===== config.mk =====
export PLATFORM = sky130hd
export DESIGN_NAME = hcbp_out_buf
export DESIGN_NICKNAME = d
export VERILOG_FILES = /design/src/hw/rtl/hcbp_pkg.sv /design/src/hw/rtl/hcbp_out_buf.sv
export SDC_FILE = /design/constraint.sdc
export NUM_CORES = 1
export LEC_CHECK = 0
export BUFFER_PORTS_ARGS = -buffer_cell sky130_fd_sc_hd__buf_2
export CAP_MARGIN = 25
export CORE_ASPECT_RATIO = 0.75
export CORE_MARGIN = 2
export CORE_UTILIZATION = 29
export DETAILED_ROUTE_END_ITERATION = 7
export PLACE_DENSITY_LB_ADDON = 0.15
export SLEW_MARGIN = 40
export SYNTH_ARGS = -nofsm -noshare
export SYNTH_HDL_FRONTEND = slang
export SYNTH_SLANG_ARGS = --single-unit

===== constraint.sdc =====
create_clock -name clk -period 5.5 [get_ports clk]
set_input_delay 1.1 -clock clk [delete_from_list [all_inputs] [get_ports clk]]
set_output_delay 1.1 -clock clk [all_outputs]
set_load 0.01 [all_outputs]

===== src/hw/rtl/hcbp_pkg.sv =====
// shared types and constants for the huffman code bit packer
// no dependencies; used by the top level, the output buffer and the testbench
package hcbp_pkg;

  localparam int MAX_CODE_LEN = 16;
  localparam int SYMBOL_COUNT = 256;

  localparam int BYTE_BITS  = 8;
  localparam int CODE_W     = 16;
  localparam int LEN_W      = 5;
  localparam int SYM_W      = 8;
  localparam int CMD_W      = 2;
  localparam int SYM_AW     = (SYMBOL_COUNT > 1) ? $clog2(SYMBOL_COUNT) : 1;
  localparam int ENTRY_W    = CODE_W + LEN_W;
  localparam int LEN_CAP    = (MAX_CODE_LEN < CODE_W) ? MAX_CODE_LEN : CODE_W;
  localparam int ACC_W      = BYTE_BITS - 1;
  localparam int CNT_W      = 3;
  localparam int WIDE_W     = CODE_W + ACC_W;
  localparam int TOT_W      = 5;
  localparam int OBUF_DEPTH = 4;
  localparam int OBUF_AW    = 2;
  localparam int OBUF_CW    = 3;

  typedef enum logic [CMD_W-1:0] {
    CMD_LOAD   = 2'd0,
    CMD_ENCODE = 2'd1,
    CMD_FLUSH  = 2'd2,
    CMD_NONE   = 2'd3
  } cmd_t;

  typedef struct packed {
    logic [CMD_W-1:0]  command;
    logic [SYM_W-1:0]  symbol;
    logic [CODE_W-1:0] code_bits;
    logic [LEN_W-1:0]  code_length;
  } in_beat_t;

  typedef struct packed {
    logic [BYTE_BITS-1:0] packed_byte;
    logic                 final_byte;
  } out_beat_t;

  typedef struct packed {
    logic [LEN_W-1:0]  len;
    logic [CODE_W-1:0] code;
  } entry_t;

  // up to two result bytes handed to the output buffer in one cycle
  typedef struct packed {
    logic [1:0] n;
    out_beat_t  beat0;
    out_beat_t  beat1;
  } push_t;

endpackage


===== src/hw/rtl/hcbp_out_buf.sv =====
// output byte buffer: takes up to two bytes a cycle, gives one a cycle while out_ready is high
// depends on hcbp_pkg
module hcbp_out_buf import hcbp_pkg::*; (
  input  logic      clk,
  input  logic      rst,
  input  push_t     push,
  output logic      room,
  output logic      out_valid,
  input  logic      out_ready,
  output out_beat_t out_data
);

  out_beat_t          mem [OBUF_DEPTH];
  logic [OBUF_AW-1:0] wr_ptr;
  logic [OBUF_AW-1:0] rd_ptr;
  logic [OBUF_CW-1:0] count;
  logic               pop;

  // two free slots needed so a full two-byte beat always fits
  assign room      = count <= OBUF_CW'(OBUF_DEPTH - 2);
  assign out_valid = count != '0;
  assign out_data  = mem[rd_ptr];
  assign pop       = out_valid && out_ready;

  always_ff @(posedge clk) begin
    if (rst) begin
      wr_ptr <= '0;
      rd_ptr <= '0;
      count  <= '0;
    end else begin
      wr_ptr <= wr_ptr + OBUF_AW'(push.n);
      rd_ptr <= rd_ptr + OBUF_AW'(pop);
      count  <= count + OBUF_CW'(push.n) - OBUF_CW'(pop);
    end
  end

  always_ff @(posedge clk) begin
    if (push.n != 2'd0) begin
      mem[wr_ptr] <= push.beat0;
    end
    if (push.n == 2'd2) begin
      mem[wr_ptr + OBUF_AW'(1)] <= push.beat1;
    end
  end

endmodule


Word level (Yosys, flattened, before mapping)
Memory sizes are Yosys's and may differ from the RTL's. A register that Yosys moved wholly into a read port is not among the register bits.
Cells that the tools add are included.
Cells by class
  add/sub/neg operators: 5
  magnitude comparators: 1
  equal/unequal tests: 1
  mux-type cells: 5
  reduce and logical (&&, ||, !) cells: 3
Operator list (count)
  two-way mux 1 bit: 4
  adder 3 x 2 -> 3 bit: 1
  <= comparator 3 x 2 -> 1 bit, second input constant: 1
  nonzero test 3 bit: 1
  subtractor 3 x 1 -> 3 bit: 1
  adder 2 x 1 -> 2 bit: 1
  adder 2 x 1 -> 2 bit, second input constant: 1
  adder 2 bit: 1
  == test 2 bit, second input constant: 1
  two-way mux 2 bit: 1
  nonzero test 2 bit: 1
  logical AND 1 bit: 1
Storage, ports and cells
  flip-flop bits (word level): 7
  RAM bits: 36
  output and inout port bits: 11
  memories: 1
Memory list
  mem: depth 4, width 9, read ports 1, clocked after Yosys merged registers in 1, write ports 2, RTL line hcbp_out_buf.sv:13  | out_beat_t mem [OBUF_DEPTH];

Depth between registers and ports, before layout
  depth after elaboration: 4
  mapped depth: 7
  mapped depth without buffers: 6

Least setup slack after synthesis
Ideal clock, no wire load.
  path type: input-to-reg
  start: input port push[18] (netlist name)
  end: memory mem[0][0] (netlist name), enable pin
  arrival: 2.092 ns
  required time: 5.110 ns
  slack: 3.018 ns
  cell stages on the path: 3
  path buffers: 1
  cells stage by stage: buf_2 nor2_1 o31ai_1
RTL lines
  start, declared: RTL line hcbp_out_buf.sv:6  | input push_t push,
  end, declared: RTL line hcbp_out_buf.sv:13

==> reports/results.ini <==
[floorplan]
die_area_mm2=0.008436
io-pin-count=34
die_w_um=105.4
start_util_pct=30.22
fp-row-count=27
die_h_um=80.05
core_area_mm2=0.007398

[hold_path]
min_to=count[2]
hold_path_depth=2
worstHoldStart=count[2]
hold_path_class=register to register

[placement]
gp_congestion=0.7615
io_buffers=33
hpwl_mm=3.432
place_area_mm2=0.002531

[cts]
clock_path_buffers=2
cts_tree=yes
post_cts_buffers=0
clkTransAtPathRegs_ns=0.08
clk_latency_ns=0.30
cts_hold_buf=0
cts-buffers-inserted=5
htreeDepth=2
cts_resized=0
cts.sinks=43
cts_root_buf=clkbuf_8

[logic_synthesis]
synth-compound-area-share_pct=2.071
synth_top_family_by_area=multiplexers
synthXorXnorAreaFrac_pct=2.015
synth-edff-count=36
synth-async-reset-ratio_pct=0
synthDistinctLibCells=25
muxShareOfSynthArea_pct=30.61
yosys_warnings=0
yosysSeqAreaShare_pct=54.62
yosys.area_share.simple_pct=5.596
synth.top_cell.area_share_pct=48.35
synthCells=133
ys_ff_latch=43
yosys-top-cells-area=edfxtp_1, mux2_2, mux4_2, dfxtp_1, mux2_4
synth_area_leader_cell=edfxtp_1
avgSynthCellArea_um2=16.81
netlist_area_mm2=0.002236
synthAdderAreaFrac_pct=2.574
synth_fp_nets=160
synthFlopType=edfxtp_1

[detailed_routing]
drt_pass1_iterations=4
wl_met2_mm=2.211
detail-route-antenna-nets=0
dr_wl_met3_um=174
wirelength_met1_mm=2.377
drt-total-wl_mm=4.817
vias=1264
post_drt_wl_per_cell_um=17.77
drt_iter0_markers=54
drc=0
routed.top_layer=met4
post_drt_via_cell_ratio=4.664

[cells_and_area]
final_util_pct=35.50
layout_common_cells=edfxtp_1, buf_2, mux2_2
drive_gt1_share_pct=58.24
diodes=0
fin_area_mm2=0.002626
syn_to_final_growth_pct=17.46
final_nets=196
num-fill-cells=719
final_common_cell=edfxtp_1

[critical_path]
cp-end-kind=output port
r2r_slack_ns=3.45
worstPathArrival_ns=1.61
cp_slowest_cell=dfxtp_2
r2r_start=wr_ptr[1]
cp_cell_sequence=mux4_2 > buf_2
worst_r2r_path_depth=3
worstPathRequired_ns=4.40
crit_fanout=12
cpPeakStageDelay_ns=0.59
r2r_end=mem[0][3]
worst-setup-path-type=register to output port
crit_path_start_kind=register

[sta]
min_period_ns=2.710
max_freq_mhz=369.0
setup_viol_count_final=0
final-hold-violation-count=0
hold-worst-slack_ns=0.7058
rsz0062_at_grt=false
finalCritPeriodShare_pct=49.27
tns_ns=0
fin_skew_ns=0.005250
slew_headroom_pct=57.22
slew_viol_final=0
worst_pin_slew_ns=0.6390

[grt]
overflow=0
antenna_found_initial=0
grt_start_max_net_pins=14
grt_pass1_wl_mm=7.748
grt_pass1_vias=1406
grt.total_usage_pct=12.53

[power_and_ir_drop]
leakage_nw=0.9712
p_per_area_mw_per_mm2=333.6
peakVddDrop_mv=0.09741
power_mw=0.8760

[outcome]
status=finished clean

[job]
cap_violations=0

-- layout make-up --
class / count / area (µm²) / area share [%]
clock inverters: 2 / 8.758 / 0.3335
flip-flops and latches: 43 / 1222 / 46.55
repair buffers: 37 / 195.2 / 7.432
multi-input cells: 79 / 989.7 / 37.68
clock buffers: 6 / 72.57 / 2.763
well taps: 101 / 126.4 / 4.812
inverters: 3 / 11.26 / 0.4288
-- layer usage --
| metal | vias up | global-route usage, % |
|---|---|---|
| met2 | 29 | 19.10 |
| met3 | 7 | 3.102 |
| met4 | 0 | 4.400 |
| met1 | 634 | 17.34 |
| li1 | 594 | - |
| met5 | - | 0 |
-- registers in the layout (all words and copies together), names as in the netlist --
signal  cells
wr_ptr      2
mem        36
rd_ptr      2
count       3
-- power by group --
| group | switching, mW | internal [mW] | leakage, nW |
|---|---|---|---|
| sequential | 0.0440 | 0.402 | 0.396 |
| combinational | 0.0964 | 0.136 | 0.533 |
| clock | 0.111 | 0.0875 | 0.0426 |
-- synthesized netlist by cell type (2+ instances only) --
cell type and n:
buf_2 6, dfxtp_1 7, edfxtp_1 36, ha_1 3, inv_1 3, mux2_2 29, mux2_4 9, mux2i_1 2
mux4_2 9, nor2_1 6, nor2b_1 6, nor4bb_1 2, o31ai_1 2, xnor3_1 2
-- cells by family after synthesis --
group           after synthesis
mux                          49
xor+xnor                      2
simple gates                 18
fa+ha+maj                     4
buf+inv                      11
compound gates                6
flops                        43
-- metrics by stage --
stage	setup slack, ns	std cells
after detailed placement	2.596	262
final	2.790	271
after floorplan	3.018	133
after global routing	2.678	271
after global placement	2.400	261
after CTS	2.451	270
-- how the worst max path moves through the flow --
stage          startpoint           to  depth (start not counted)
2_1_floorplan    push[18]    mem[0][0]                          3
3_3_place_gp     push[19]    mem[2][8]                          3
3_5_place_dp     push[18]    mem[0][3]                          4
4_1_cts         rd_ptr[0]  out_data[1]                          2
5_1_grt         rd_ptr[0]  out_data[2]                          2
6_report        rd_ptr[0]  out_data[1]                          2
-- worst max-delay path: cells and delay by family, from the launching register on --
family | cells | cell delay, ns
flops | 1 | 0.59
buf+inv | 1 | 0.15
mux | 1 | 0.56
Power figures use the tool's default switching activity.
