File: src/hw/rtl/hcbp_ram.sv
// generic single-write, single-read ram with registered read data
// no dependencies
module hcbp_ram #(
  parameter int WIDTH = 8,
  parameter int DEPTH = 16,
  localparam int AW = (DEPTH > 1) ? $clog2(DEPTH) : 1
) (
  input  logic             clk,
  input  logic             we,
  input  logic [AW-1:0]    waddr,
  input  logic [WIDTH-1:0] wdata,
  input  logic             re,
  input  logic [AW-1:0]    raddr,
  output logic [WIDTH-1:0] rdata
);

  logic [WIDTH-1:0] mem [DEPTH];

  always_ff @(posedge clk) begin
    if (we) begin
      mem[waddr] <= wdata;
    end
    if (re) begin
      rdata <= mem[raddr];
    end
  end

endmodule

File: config.mk
export PLATFORM = sky130hd
export DESIGN_NAME = hcbp_ram
export DESIGN_NICKNAME = d
export VERILOG_FILES = /design/src/hw/rtl/hcbp_ram.sv
export SDC_FILE = /design/constraint.sdc
export NUM_CORES = 1
export LEC_CHECK = 0
export BUFFER_PORTS_ARGS = -buffer_cell sky130_fd_sc_hd__buf_2
export CORE_UTILIZATION = 30
export CTS_BUF_LIST = sky130_fd_sc_hd__clkbuf_16
export DETAILED_ROUTE_END_ITERATION = 16
export SLEW_MARGIN = 20
export SYNTH_ARGS = -nofsm -noshare
export SYNTH_HDL_FRONTEND = slang
export SYNTH_SLANG_ARGS = --single-unit
File: constraint.sdc
create_clock -name clk -period 1.6 [get_ports clk]
set_input_delay 0.08 -clock clk [delete_from_list [all_inputs] [get_ports clk]]
set_output_delay 0.08 -clock clk [all_outputs]
set_load 0.02 [all_outputs]
Word level (Yosys, flattened, before mapping)
Memories as Yosys holds them, arrays and structs flattened. A register that Yosys moved wholly into a read port is not among the register bits.
Cells that the tools add are included.
- register bits: 0
- output and inout bits: 8
- RAM bits: 128
- memories: 1
- memories (memory ; words ; width ; rd ports ; clocked after memory_dff ; write ports ; RTL line ; source):
    mem ; 16 ; 8 ; 1 ; 1 ; 1 ; 17 ; logic [WIDTH-1:0] mem [DEPTH];
- mux-type cells: 2
- operator list (operator ; number):
    $mux 1 ; 2

Depth between registers and ports, before layout
Gate-level depths: netlist of run 1.
- depth in word-level cells: 2
- gate-level depth with buffers: 5

Worst setup path before layout of run 1
OpenSTA, ideal clock, no wires.
- path kind: input to register
- from: input port waddr[2]
- to: memory mem[0][0] (enable)
- data arrival time: 1.190 ns
- library setup time: 0.383 ns
- data required time: 1.217 ns
- cell stages on the path: 2
- path slack: 0.027 ns
- path through: or3b_2 > nor3_1
- RTL lines (element ; RTL line ; source):
    start, declared ; 10 ; input logic [AW-1:0] waddr,
    end, declared ; 17 ;
No word-level cell before the write port.

==> summary.txt, run 1 <==
Slew Viols, Final = 0
Post-CTS Hold Buffers = 0
Post-CTS Setup Bufs = 0
R2R setup slack = 0.11 ns
post-synth top area share = 78.1%
top post-synthesis cells by count = edfxtp_1, mux4_2, a22oi_1, mux4_1, nor2_1
Core Region = 0.0168 mm2
placer's final routability congestion estimate = 0.709
first-pass GRT wire length = 14.9 mm
Synth Area in Compound Gates = 2.30%
Multi-input gate area = 0.00106 mm2
IO buf count = 26
Synth Warn # = 0
Post-CTS Resized = 0
final hold vios = 0
worst min-delay path class = in2reg
DR vias/cell = 4.73
vias in the first global route = 2516
# fillers = 1549
Hold Slack = 0.0519 ns
post-route clock period utilization = 92.9%
mux contribution to synthesized area = 14.8%
worst skew pair latency = 0.41 ns
Avg Inst Size Synth = 22.8 um2
Arrival @ worst endpoint = 1.64 ns
sequential element share of the synthesized area = 78.1%
largest net degree at the start of global routing = 22
Simple-Gate Fraction of Synth Area = 3.14%
RSZ-0062 raised after global routing = no
worst reg2reg path depth = 4
setup TNS = 0 ns
deepest level of the CTS H-tree = 4
DRT Pass-1 Iters = 4
Die ar. = 0.0180 mm2
I/O pins = 27
Post-Synth Adder-Cell Area = 0%
Critical Path Source = mem[7][7]$_DFFE_PP_
library cells used by synthesis = 18
Die X-Extent = 134 um
clock skew = 0.00688 ns
Slew @ Worst Pin = 0.706 ns
Top FF cell, synth = edfxtp_1
Leak Pwr = 2.11 nW
clock root cell = clkbuf_16
Post-synth EDFFs = 136
final WL = 9.84 mm
Max Cap Violations = 0
NumNets Final = 312
status = complete, no violations
CTS tree = yes
Reg area = 0.00408 mm2
number of DRC markers in iteration 0 = 270
Yosys top cell by area = edfxtp_1
Final ANT Viol Nets = 0
Mapped Cells = 229
CP Capture Point = rdata[7]$_DFFE_PP_
Worst setup EP type = flip-flop
Mapped Area = 0.00523 mm2
final std cells w/o fill = 526
Sink Count = 136
Global Route Usage Sum = 11.9%
crit start category = flip-flop
reg-to-reg endpoint = rdata[7]$_DFFE_PP_
Area contributors post-synth = edfxtp_1, mux4_2, mux4_1
Die Height = 134 um
DRC viols = 0
initial antenna violation count = 0
most frequent cell after synthesis = edfxtp_1
Inserted Clock Buffers = 17
Synth-to-Final Area Change = 20.9%
CTS clk-pin slew, worst paths = 0.06 ns
Detailed Place HPWL = 6.69 mm
critical path type = reg2reg
Required @ worst endpoint = 1.75 ns
total vias in the final route = 2489
total grt overflow = 0
# diodes = 0
Fmax = 673 MHz
Post-Route Utilization = 37.6%
hold path depth = 1
CTS Buffer Depth = 2
cell count after placement = 494
Max VDD drop = 826 uV
final worst path period need = 1.49 ns
Max Fanout on Critical Path = 1
Initial Utilization = 31.1%
fraction of layout cells with a size suffix above 1 = 33.7%
final setup violation count = 0
Rel. slew slack = 52.8%
Mapped Nets = 248
Post-Synth XOR/XNOR Area = 0%
PwrDens = 1230 mW/mm2
Synth async-reset ratio = 0%
FP Rows = 47
largest family of logic cells by synthesized area = multiplexers
Yosys reg bits = 136
WL/cell = 18.7 um
origin of the critical flop-to-flop path = mem[7][7]$_DFFE_PP_
[final cells by class]
cell class / instances / area share, %
Multi-Input combinational cell: 83 / 16.8
Timing Repair Buffer: 55 / 6.10
Sequential cell: 136 / 64.6
Clock buffer: 17 / 6.73
Clock inverter: 15 / 1.41
Tap cell: 220 / 4.35
[placed cells by master, fill, tap and decap left out, drive strengths merged]
master	instances
and2	1
a22oi	16
nor3	4
or3b	1
buf	55
nand2b	2
and2b	1
clkinvlp	6
nor2b	1
mux4	32
nand3b	2
clkinv	9
nand3	1
clkbuf	17
edfxtp	136
nor2	13
nand2	9
[routing by layer]
metal	routed length (um)	vias up	track usage [%]
li1	-	1111	-
met1	4350	1288	15.4
met2	4800	78	18.4
met3	581	12	3.55
met5	0	-	0
met4	105	0	5.30
[how the worst min path moves through the flow]
stage / from / end
6_report: re / rdata[3]$_DFFE_PP_
5_1_grt: re / rdata[4]$_DFFE_PP_
4_1_cts: re / rdata[3]$_DFFE_PP_
3_5_place_dp: re / rdata[7]$_DFFE_PP_
3_3_place_gp: re / rdata[0]$_DFFE_PP_
2_1_floorplan: wdata[0] / mem[0][0]$_DFFE_PP_
[report_power, final]
group	switching, W	internal (W)
clock	0.00136	0.00194
sequential	0.0000222	0.00402
combinational	0.000228	0.000178
total	0.00161	0.00613
[state kept, by name, summed over array words and instances, names as in the netlist]
signal,flops
mem,128
rdata,8
[worst max-delay path, stage by stage, from the launching register on]
cell and delay (ns):
edfxtp_1 0.36, mux4_2 0.52, a22oi_2 0.17, buf_4 0.14, nand2_1 0.04
[per-stage QoR]
step | total power (W) | cell area, um2 | setup WS [ns]
4_1_cts | 0.00782 | 6320 | 0.0338
3_3_place_gp | 0.00451 | 5800 | -0.0615
5_1_grt | 0.00799 | 6320 | 0.0385
2_1_floorplan | 0.00433 | 5230 | 0.0271
3_5_place_dp | 0.00452 | 5800 | -0.0618
6_report | 0.00774 | 6320 | 0.113
[cell families (layout without fill, tap and decap cells)]
| logic type | after synthesis | count (layout) |
|---|---|---|
| AO/OA/AOI/OAI | 16 | 16 |
| buffers and inverters | 10 | 87 |
| flip-flops | 136 | 136 |
| multiplexers | 32 | 32 |
| AND/OR/NAND/NOR | 35 | 35 |
Note: power is estimated with default switching activity, not from simulation.
==> inputs of run 2 (changes only) <==
--- a/config.mk
+++ b/config.mk
@@ -5,7 +5,7 @@
 export SDC_FILE = /design/constraint.sdc
 export NUM_CORES = 1
 export LEC_CHECK = 0
-export BUFFER_PORTS_ARGS = -buffer_cell sky130_fd_sc_hd__buf_2
+export BUFFER_PORTS_ARGS = -buffer_cell sky130_fd_sc_hd__clkbuf_2
 export CORE_UTILIZATION = 30
 export CTS_BUF_LIST = sky130_fd_sc_hd__clkbuf_16
 export DETAILED_ROUTE_END_ITERATION = 16
==> constraint.sdc (replaced) <==
create_clock -name clk -period 1.6 [get_ports clk]
set_input_delay 0.32 -clock clk [delete_from_list [all_inputs] [get_ports clk]]
set_output_delay 0.32 -clock clk [all_outputs]
set_load 0.02 [all_outputs]
==> summary.txt, run 2 (same netlist as run 1, synthesis figures left out) <==
status = complete, no violations
CP bufs+invs = 0 (-1)
most common cell after layout, fill and taps aside = edfxtp_1
Biggest register = mem
Worst setup EP type = flip-flop
fraction of layout cells with a size suffix above 1 = 32.8% (-0.88 points)
number of DRC markers in iteration 0 = 199 (-26%)
crit path max-delay cell type = mux4_1
Final ANT Viol Nets = 0 (unchanged)
worst min-delay path class = in2reg
Inserted Clock Buffers = 17 (unchanged)
Synth-to-Final Area Change = 21.0% (about the same)
Leak Pwr = 2.12 nW (+0.65%)
Worst Hold Endpoint = rdata[3]$_DFFE_PP_
DP Worst Slack = -0.312 ns (-0.251 ns)
DRT Pass-1 Iters = 4 (unchanged)
hold path depth = 1 (unchanged)
crit-path cells = mux4_1 > a22oi_1 > nand2_1
Core Region = 0.0168 mm2 (unchanged)
IO buf count = 26 (unchanged)
worst reg2reg path depth = 3 (-1)
critical path type = reg2reg
worst skew pair latency = 0.42 ns (about the same)
origin of the critical flop-to-flop path = mem[1][1]$_DFFE_PP_
CTS Buffer Depth = 2 (unchanged)
FP Rows = 47 (unchanged)
DRC viols = 0 (unchanged)
clock root cell = clkbuf_16
vias in the first global route = 2648 (+5.2%)
max incr delay on CP = 0.51 ns (about the same)
crit start category = flip-flop
reg-to-reg endpoint = rdata[1]$_DFFE_PP_
max FFs per register = 128 (unchanged)
final worst path period need = 1.53 ns (+0.0430 ns)
RSZ-0062 raised after global routing = no
Arrival @ worst endpoint = 1.69 ns (+0.05 ns)
setup ws final = 0.0703 ns (-0.0430 ns)
NumNets Final = 308 (-1.3%)
initial antenna violation count = 0 (unchanged)
Post-CTS Resized = 0 (unchanged)
I/O pins = 27 (unchanged)
final WL = 10.0 mm (+1.6%)
Max Cap Violations = 0 (unchanged)
# diodes = 0 (unchanged)
Required @ worst endpoint = 1.76 ns (about the same)
Max Fanout on Critical Path = 1 (unchanged)
Die Height = 134 um (unchanged)
Die ar. = 0.0180 mm2 (unchanged)
# fillers = 1571 (+1.4%)
setup TNS = 0 ns (unchanged)
final setup violation count = 0 (unchanged)
Global Route Usage Sum = 12.3% (+0.47 points)
final std cells w/o fill = 522 (-0.76%)
PwrDens = 1260 mW/mm2 (+2.5%)
clock skew = 0.0124 ns (+0.00551 ns)
Worst path top cell family by delay = multiplexers
Hold Slack = 0.314 ns (+0.262 ns)
Initial Utilization = 31.1% (unchanged)
Slew Viols, Final = 0 (unchanged)
Rel. slew slack = 49.9% (-2.8 points)
Largest regs = mem (128), rdata (8)
CTS tree = yes
CTS clk-pin slew, worst paths = 0.06 ns (about the same)
R2R setup slack = 0.07 ns (-0.04 ns)
total vias in the final route = 2485 (-0.16%)
Worst Hold Launch = re
WL/cell = 19.2 um (+2.4%)
commonest cells after routing, fill and taps aside = edfxtp_1, clkbuf_2, buf_4
first-pass GRT wire length = 15.7 mm (+5.0%)
final hold vios = 0 (unchanged)
placer's final routability congestion estimate = 0.693 (-2.2%)
Sink Count = 136 (unchanged)
Die X-Extent = 134 um (unchanged)
Post-CTS Setup Bufs = 0 (unchanged)
Detailed Place HPWL = 6.66 mm (-0.44%)
post-route clock period utilization = 95.6% (+2.7 points)
Fmax = 654 MHz (-2.8%)
Slew @ Worst Pin = 0.750 ns (+0.0437 ns)
cell count after placement = 490 (-0.81%)
total grt overflow = 0 (unchanged)
deepest level of the CTS H-tree = 4 (unchanged)
largest net degree at the start of global routing = 21 (-4.5%)
DR vias/cell = 4.76 (+0.60%)
Max VDD drop = 857 uV (+3.8%)
Post-CTS Hold Buffers = 0 (unchanged)
==> run 2: worst max-delay path by stage <==
stage                                    from                  to  slack, ns  depth (start not counted)
after global placement               raddr[0]  rdata[3]$_DFFE_PP_      -0.29                          5
after CTS                 mem[1][1]$_DFFE_PP_  rdata[1]$_DFFE_PP_       0.07                          3
after global routing      mem[2][5]$_DFFE_PP_  rdata[5]$_DFFE_PP_       0.02                          3
final                     mem[1][1]$_DFFE_PP_  rdata[1]$_DFFE_PP_       0.07                          3
after floorplan                      raddr[0]  rdata[1]$_DFFE_PP_      0.004                          5
after detailed placement             raddr[0]  rdata[3]$_DFFE_PP_      -0.31                          5
==> run 2: where the power goes <==
part	internal (W)	total [W]	switching, W
combinational	0.000172	0.000399	0.000227
clock	0.00210	0.00351	0.00141
sequential	0.00402	0.00404	0.0000217
total	0.00629	0.00795	0.00166
==> run 2: routing by layer <==
| layer | routed length [um] | track usage, % |
|---|---|---|
| met5 | 0 | 0 |
| met1 | 4700 | 16.3 |
| met4 | 69 | 3.41 |
| met2 | 4790 | 19.0 |
| met3 | 443 | 4.57 |
==> run 2: stage by stage <==
stage	utilization [%]	power, W	area (um2)
2_1_floorplan	-	0.00433	5240
3_3_place_gp	34.4	0.00451	5790
3_5_place_dp	34.4	0.00452	5790
4_1_cts	37.6	0.00801	6330
5_1_grt	37.6	0.00820	6330
6_report	37.6	0.00795	6330
==> run 2: final cells by class <==
type / instances / area [um2] / area share [%]
clock buffers: 17 / 425 / 6.72
clock inverters: 15 / 113 / 1.78
flip-flops and latches: 136 / 4080 / 64.5
multi-input cells: 83 / 1060 / 16.8
repair buffers: 51 / 368 / 5.81
well taps: 220 / 275 / 4.35
